[src/fully_connected_layer_unit_assert.svh]
// Assertion macros for the fully connected layer unit.
// Used by the top level; needs aclk and aresetn in scope.
`ifndef FULLY_CONNECTED_LAYER_UNIT_ASSERT_SVH
`define FULLY_CONNECTED_LAYER_UNIT_ASSERT_SVH

// Same-cycle implication, checked out of reset.
`define FCL_ASSERT_NOW(label, ante, cons, msg) \
    label: assert property (@(posedge aclk) disable iff (!aresetn) (ante) |-> (cons)) \
        else $error(msg);

// Next-cycle implication, checked out of reset.
`define FCL_ASSERT_NEXT(label, ante, cons, msg) \
    label: assert property (@(posedge aclk) disable iff (!aresetn) (ante) |=> (cons)) \
        else $error(msg);

`endif

[src/fcl_pkg.sv]
// Shared types and constants for the fully connected layer unit.
// No dependencies; imported by the controller, the datapath and the top level.
`timescale 1ns / 1ps
`default_nettype none

package fcl_pkg;

    localparam int DEF_MAX_ROWS  = 16;
    localparam int DEF_MAX_INNER = 16;
    localparam int DEF_MAX_COLS  = 16;

    localparam int ACTION_W = 2;
    localparam int IDX_W    = 4;
    localparam int DATA_W   = 16;
    localparam int OUT_W    = 32;
    localparam int ACC_W    = 40;
    localparam int CFG_W    = 5;
    localparam int CFG_IDX_W = 2;

    localparam logic [CFG_IDX_W-1:0] REG_ROWS_USED  = 2'd0;
    localparam logic [CFG_IDX_W-1:0] REG_INNER_USED = 2'd1;
    localparam logic [CFG_IDX_W-1:0] REG_COLS_USED  = 2'd2;

    typedef enum logic [ACTION_W-1:0] {
        ACT_WR_INPUT  = 2'd0,
        ACT_WR_WEIGHT = 2'd1,
        ACT_WR_BIAS   = 2'd2,
        ACT_READ      = 2'd3
    } action_t;

    typedef struct packed {
        logic             wr_en;  // write the element of the accepted transaction
        logic             start;  // latch row/col and clear the accumulator
        logic             issue;  // read the stores at inner position k
        logic [CFG_W-1:0] k;
        logic             load;   // saturate and load the output register
    } cmd_t;

endpackage

`default_nettype wire

[src/fcl_ctrl.sv]
// Controller for the fully connected layer unit: config registers and sequencing FSM.
// Depends on fcl_pkg.
`timescale 1ns / 1ps
`default_nettype none

module fcl_ctrl #(
    parameter int MAX_ROWS  = fcl_pkg::DEF_MAX_ROWS,
    parameter int MAX_INNER = fcl_pkg::DEF_MAX_INNER,
    parameter int MAX_COLS  = fcl_pkg::DEF_MAX_COLS
) (
    input  logic                           aclk,
    input  logic                           aresetn,
    input  logic                           cfg_wr_en,
    input  logic [fcl_pkg::CFG_IDX_W-1:0]  cfg_addr,
    input  logic [fcl_pkg::CFG_W-1:0]      cfg_wdata,
    input  logic                           s_valid,
    output logic                           s_ready,
    input  logic [fcl_pkg::ACTION_W-1:0]   s_action,
    input  logic [fcl_pkg::IDX_W-1:0]      s_row,
    input  logic [fcl_pkg::IDX_W-1:0]      s_col,
    output logic                           m_valid,
    input  logic                           m_ready,
    output fcl_pkg::cmd_t                  cmd
);
    import fcl_pkg::*;

    typedef enum logic [1:0] {
        S_IDLE,
        S_RUN,
        S_DRAIN,
        S_DONE
    } state_t;

    state_t           state_reg, state_next;
    logic [CFG_W-1:0] k_reg, k_next;
    logic             drain_reg, drain_next;
    logic             m_valid_reg, m_valid_next;
    logic [CFG_W-1:0] rows_reg, rows_next;
    logic [CFG_W-1:0] inner_reg, inner_next;
    logic [CFG_W-1:0] cols_reg, cols_next;
    logic             accept;
    logic             in_range;
    logic             out_free;

    function automatic logic [CFG_W-1:0] clamp_size(input logic [CFG_W-1:0] v,
                                                    input int bound);
        logic [CFG_W-1:0] r;
        if (v == '0) begin
            r = CFG_W'(1);
        end else if (int'(v) > bound) begin
            r = CFG_W'(bound);
        end else begin
            r = v;
        end
        return r;
    endfunction

    assign s_ready  = (state_reg == S_IDLE);
    assign m_valid  = m_valid_reg;
    assign accept   = s_valid && s_ready;
    assign in_range = ({1'b0, s_row} < rows_reg) && ({1'b0, s_col} < cols_reg);
    assign out_free = !m_valid_reg || m_ready;

    // Config registers hold the clamped size
    always_comb begin
        rows_next  = rows_reg;
        inner_next = inner_reg;
        cols_next  = cols_reg;
        if (cfg_wr_en) begin
            case (cfg_addr)
                REG_ROWS_USED:  rows_next  = clamp_size(cfg_wdata, MAX_ROWS);
                REG_INNER_USED: inner_next = clamp_size(cfg_wdata, MAX_INNER);
                REG_COLS_USED:  cols_next  = clamp_size(cfg_wdata, MAX_COLS);
                default: ;
            endcase
        end
    end

    always_comb begin
        state_next   = state_reg;
        k_next       = k_reg;
        drain_next   = drain_reg;
        m_valid_next = m_valid_reg;
        cmd          = '0;
        cmd.k        = k_reg;
        if (m_valid_reg && m_ready) begin
            m_valid_next = 1'b0;
        end
        case (state_reg)
            S_IDLE: begin
                if (accept) begin
                    if (s_action != ACT_READ) begin
                        cmd.wr_en = 1'b1;
                    end else if (in_range) begin
                        cmd.start  = 1'b1;
                        k_next     = '0;
                        state_next = S_RUN;
                    end
                end
            end
            S_RUN: begin
                cmd.issue = 1'b1;
                if (k_reg == inner_reg - CFG_W'(1)) begin
                    drain_next = 1'b0;
                    state_next = S_DRAIN;
                end else begin
                    k_next = k_reg + CFG_W'(1);
                end
            end
            S_DRAIN: begin
                drain_next = 1'b1;
                if (drain_reg) begin
                    state_next = S_DONE;
                end
            end
            S_DONE: begin
                if (out_free) begin
                    cmd.load     = 1'b1;
                    m_valid_next = 1'b1;
                    state_next   = S_IDLE;
                end
            end
            default: state_next = S_IDLE;
        endcase
    end

    always_ff @(posedge aclk) begin
        if (!aresetn) begin
            state_reg   <= S_IDLE;
            k_reg       <= '0;
            drain_reg   <= 1'b0;
            m_valid_reg <= 1'b0;
            rows_reg    <= clamp_size(CFG_W'(16), MAX_ROWS);
            inner_reg   <= clamp_size(CFG_W'(16), MAX_INNER);
            cols_reg    <= clamp_size(CFG_W'(16), MAX_COLS);
        end else begin
            state_reg   <= state_next;
            k_reg       <= k_next;
            drain_reg   <= drain_next;
            m_valid_reg <= m_valid_next;
            rows_reg    <= rows_next;
            inner_reg   <= inner_next;
            cols_reg    <= cols_next;
        end
    end

endmodule

`default_nettype wire

[config.mk]
export PLATFORM = sky130hd
export DESIGN_NAME = fcl_ctrl
export DESIGN_NICKNAME = d
export VERILOG_FILES = /design/src/fully_connected_layer_unit_assert.svh /design/src/fcl_pkg.sv /design/src/fcl_ctrl.sv
export SDC_FILE = /design/constraint.sdc
export NUM_CORES = 1
export LEC_CHECK = 0
export BUFFER_PORTS_ARGS = -buffer_cell sky130_fd_sc_hd__buf_2
export CORE_UTILIZATION = 40
export DETAILED_ROUTE_END_ITERATION = 8
export PLACE_DENSITY = 0.69
export SYNTH_ARGS = -nofsm -noshare
export SYNTH_HDL_FRONTEND = slang
export SYNTH_SLANG_ARGS = --single-unit
[constraint.sdc]
create_clock -name aclk -period 2.8 [get_ports aclk]
set_clock_uncertainty 0.1 [all_clocks]
set_input_delay 0.42 -clock aclk [delete_from_list [all_inputs] [get_ports aclk]]
set_output_delay 0.42 -clock aclk [all_outputs]
set_load 0.05 [all_outputs]
### Word-level counts from Yosys, hierarchy flattened

Index checks and enable logic that the tools add are counted.

| operators by class | value |
|---|---|
| add/sub/neg operators | 2 |
| $lt $le $gt $ge | 3 |
| equal/unequal tests | 14 |
| mux-type cells | 27 |
| reduce and logical (&&, ||, !) cells | 16 |

Operator list:

| kind | count |
|---|---|
| $mux 5 | 6 |
| $mux 2 | 8 |
| $ne 2x2->1 const B | 6 |
| $lt 4x5->1 | 2 |
| $mux 1 | 10 |
| $pmux 5 s2 | 1 |
| $pmux 2 s4 | 1 |
| $reduce_and 2->1 | 4 |
| $eq 2x2->1 const B | 3 |
| $reduce_and 6->1 | 1 |
| $add 5x1->5 const B | 1 |
| $eq 5x5->1 | 1 |
| $gt 5x5->1 const B | 1 |
| $logic_not 5->1 | 1 |
| $reduce_and 5->1 | 1 |
| $sub 5x1->5 const B | 1 |
| $eq 2x1->1 const B | 2 |
| $logic_not 2->1 | 2 |
| $ne 2x1->1 const B | 2 |
| $reduce_bool 2->1 | 2 |
| $logic_and 1x1->1 | 3 |
| $pmux 1 s2 | 1 |
| $logic_not 1->1 | 1 |
| $logic_or 1x1->1 | 1 |

| storage, ports and cells | value |
|---|---|
| bits in registers | 24 |
| input port bits | 22 |
| output and inout port bits | 11 |
| logic and storage cells | 69 |

### Depth between registers and ports, before layout

| logic depth | value |
|---|---|
| word-level depth | 6 |
| gate-level depth with buffers | 8 |
| gate-level depth less buffers | 8 |

### Worst setup path after synthesis

Ideal clock, no wire load.

| timing | value |
|---|---|
| path kind | in2out |
| from | input port s_col[1] (netlist bit) |
| to | output port cmd[7] (netlist bit) |
| arrival | 2.316 ns |
| path slack | -0.036 ns |
| stages | 4 |
| path buffers | 0 |
| cell sequence | ha_1 -> a2111oi_2 -> o32ai_2 -> nor3_1 |

RTL lines:

| element | line | RTL |
|---|---|---|
| start, declared | fcl_ctrl.sv:20 | `input logic [fcl_pkg::IDX_W-1:0] s_col,` |
| end, declared | fcl_ctrl.sv:23 | `output fcl_pkg::cmd_t cmd` |

==> results by group <==
Outcome
  • Status: finished clean

Placed design
  • Hpwl dp: ~2400 microns
  • Placed cell count: 247
  • IO buf count: 32
  • Placer Congestion: 0.800

Pwr
  • Max IR drop VDD: 0.394 mV
  • Leak Pwr: 0.790 nW
  • Power Dens Cells: 556 nW/um^2

Worst setup path
  • WP data arrival: 1950 ps
  • Worst Path Required: 2280 ps
  • CP Cell Sequence: inv_1 > ha_1 > nor3_1 > or3_2 > o32ai_2 > nor3_2 > buf_2
  • Worst-path fanout max: 3
  • Slowest cell delay on critical path: 460 ps
  • Crit start category: flip-flop
  • Slowest CP cell: or3_2
  • Setup CP Type: flip-flop to output pin
  • CP Capture Type: output pin

STA
  • Max-slew violation count: 0
  • Final min period: 2470 ps
  • Final setup fails: 0
  • Slew @ Worst Pin: around 530 ps
  • RSZ-0062 raised after global routing: false
  • Final hold vios: 0
  • Final period utilization: 88.3%
  • F_max: approximately 400 MHz
  • Final setup TNS: 0 ps
  • Slew HR: 64.9%

Synthesis
  • Area share of the largest cell type after synthesis: 31.3%
  • FF+latch count, synth: 24
  • Synth top cells by count: dfxtp_1 (24), nand2_1 (20), nor2b_1 (19)
  • Post-synth top flop: dfxtp_1
  • Post-synth EDFFs: 0
  • Synth Net Count: 204
  • Mapped Cells: 170
  • Yosys warns: 0
  • Syn avg cell area: 9.02 sq um
  • Top cells by area in the synthesized netlist: dfxtp_1 (31%), ha_1 (9.8%), mux2i_1 (8.5%), nor2b_1 (7.8%), nand2_1 (4.9%)
  • Synthesized area: approximately 1500 sq um
  • Most frequent cell after synthesis: dfxtp_1
  • Post-synthesis sequential area ratio: between 30% and 40%
  • Post-synth top area cell: dfxtp_1
  • Synth cell types: 39
  • Asr flop ratio synth: 0%

Drt
  • Met2 WL: 1490 microns
  • WL final: between 3000 and 4000 microns
  • Detail Route Antenna Nets: 0
  • # DRC: 0
  • Vias per std cell: 5.08
  • Met3 wire len: 115 microns
  • Met1 Routed Length: ~1500 microns
  • Total number of vias: 1275
  • First DRT Iteration DRCs: around 40
  • Routed WL per cell: ~12 microns
  • Detailed-router iteration count before antenna repair: 4
  • Highest metal used: met4

CTS
  • Clock Sinks: 24
  • CTS root buf: clkbuf_8
  • Worst-path clk slew: around 90 ps
  • Post-CTS Resized: 0
  • Post-CTS setup buffers: 0
  • Num CTS Buffers: 3
  • CTS tree: built
  • Clk_lat worst skew: 270 ps
  • Hold_buf cts: 0
  • Clk buf depth: 2
  • H-tree levels: 1

Global route
  • Largest net degree at the start of global routing: 34
  • Initial antenna violation count: 0
  • Global Route Usage Sum: between 10% and 20%
  • Vias in the first global route: 1205
  • Total gr overflow: 0
  • First-pass GRT wire length: between 5000 and 6000 microns

Cells and area
  • Fin cells: around 250
  • Area Growth Syn to Fin: 17.2%
  • Fraction of layout cells with a size suffix above 1: 25.1%
  • Fillers: 365
  • Register area: 480 sq um
  • Core Util, Final: 49.1%
  • Nets: ~240
  • Number of antenna diodes: 0
  • Area of the multi-input gates: 972 sq um

Flow run
  • Max Cap Violations: 0

Floorplanning
  • Die ar.: roughly 4000 sq um
  • Die H: around 64 microns
  • Initial Util: between 40% and 50%
  • Top Ports: 33
  • Chip width: 63.9 microns
  • Core Region: 3660 sq um
  • Std-Cell Rows: 22

Worst hold path
  • Worst hold path class: input port to flip-flop
## layout make-up
cell class / count / share of cell area [%]
repair buffers: 33 / 9.33
well taps: 48 / 3.34
clock inverters: 1 / 1.67
clock buffers: 3 / 2.30
flip-flops and latches: 24 / 26.7
inverters: 12 / 2.51
multi-input cells: 130 / 54.1
## layout by cell type (no fill, tap or decap), types with 2 or more instances in the layout
master and n:
nor2_1 12, xor2_1 2, o22ai_1 4, a21oi_1 5
o32ai_2 2, clkbuf_8 3, dfxtp_1 24, o21a_1 2
nand3b_1 2, buf_2 32, a41o_1 2, ha_1 12
nand3_1 5, a2111oi_2 2, nor3_1 3, nand2_1 20
nand2b_1 3, xnor2_1 3, nor2b_1 19, inv_1 12
o211ai_1 2, mux2i_1 13
## final timing paths
path	startpoint	end	slack, ps	depth (start not counted)
hold reg to reg	cols_reg[4]	cols_reg[4]	390	2
hold / removal	m_ready	m_valid	380	3
setup / recovery	cols_reg[2]	cmd[7]	330	7
setup reg to reg	inner_reg[0]	state_reg[1]	460	7
## per-layer routing
layer / up-vias / GRT usage [%]
li1: 660 / -
met1: 592 / 20.7
met2: 21 / 27.4
met3: 2 / 3.39
met4: 0 / 2.56
met5: - / 0
## worst max-delay path, delay by kind of cell (launching register included)
kind / cells / cell delay (ps)
DFF: 1 / 340
AOI/OAI and AO/OA: 1 / 230
adders and majority gates: 1 / 260
and+or+nand+nor: 3 / 590
buffers and inverters: 2 / 260
## metrics by stage
step / setup WS (ps) / area [sq um] / hold WS (ps) / total power [mW]
2_1_floorplan: 299 / 1540 / 336 / 0.631
3_3_place_gp: 399 / 1730 / 360 / 0.700
3_5_place_dp: 342 / 1730 / 377 / 0.702
4_1_cts: 318 / 1800 / 377 / 1.00
5_1_grt: 197 / 1800 / 388 / 1.05
6_report: 327 / 1800 / 380 / 1.00
## where the power goes
part	switching, mW	total, mW	internal [mW]	leakage [nW]
Combinational	0.210	0.320	0.110	0.560
Clock	0.114	0.305	0.191	0.0357
Sequential	0.0161	0.375	0.359	0.194
Total	0.340	1.00	0.660	0.790
## logic make-up (layout without fill, tap and decap cells)
kind of cell | count (synthesis) | after routing | synth area share [%]
buffers and inverters | 16 | 49 | 5.55
and+or+nand+nor | 75 | 75 | 26.4
xor gates and xnor gates | 5 | 5 | 2.86
AOI/OAI and AO/OA | 25 | 25 | 15.5
DFF | 24 | 24 | 31.3
muxes | 13 | 13 | 8.49
adders and majority gates | 12 | 12 | 9.80
Power figures use the tool's default switching activity.
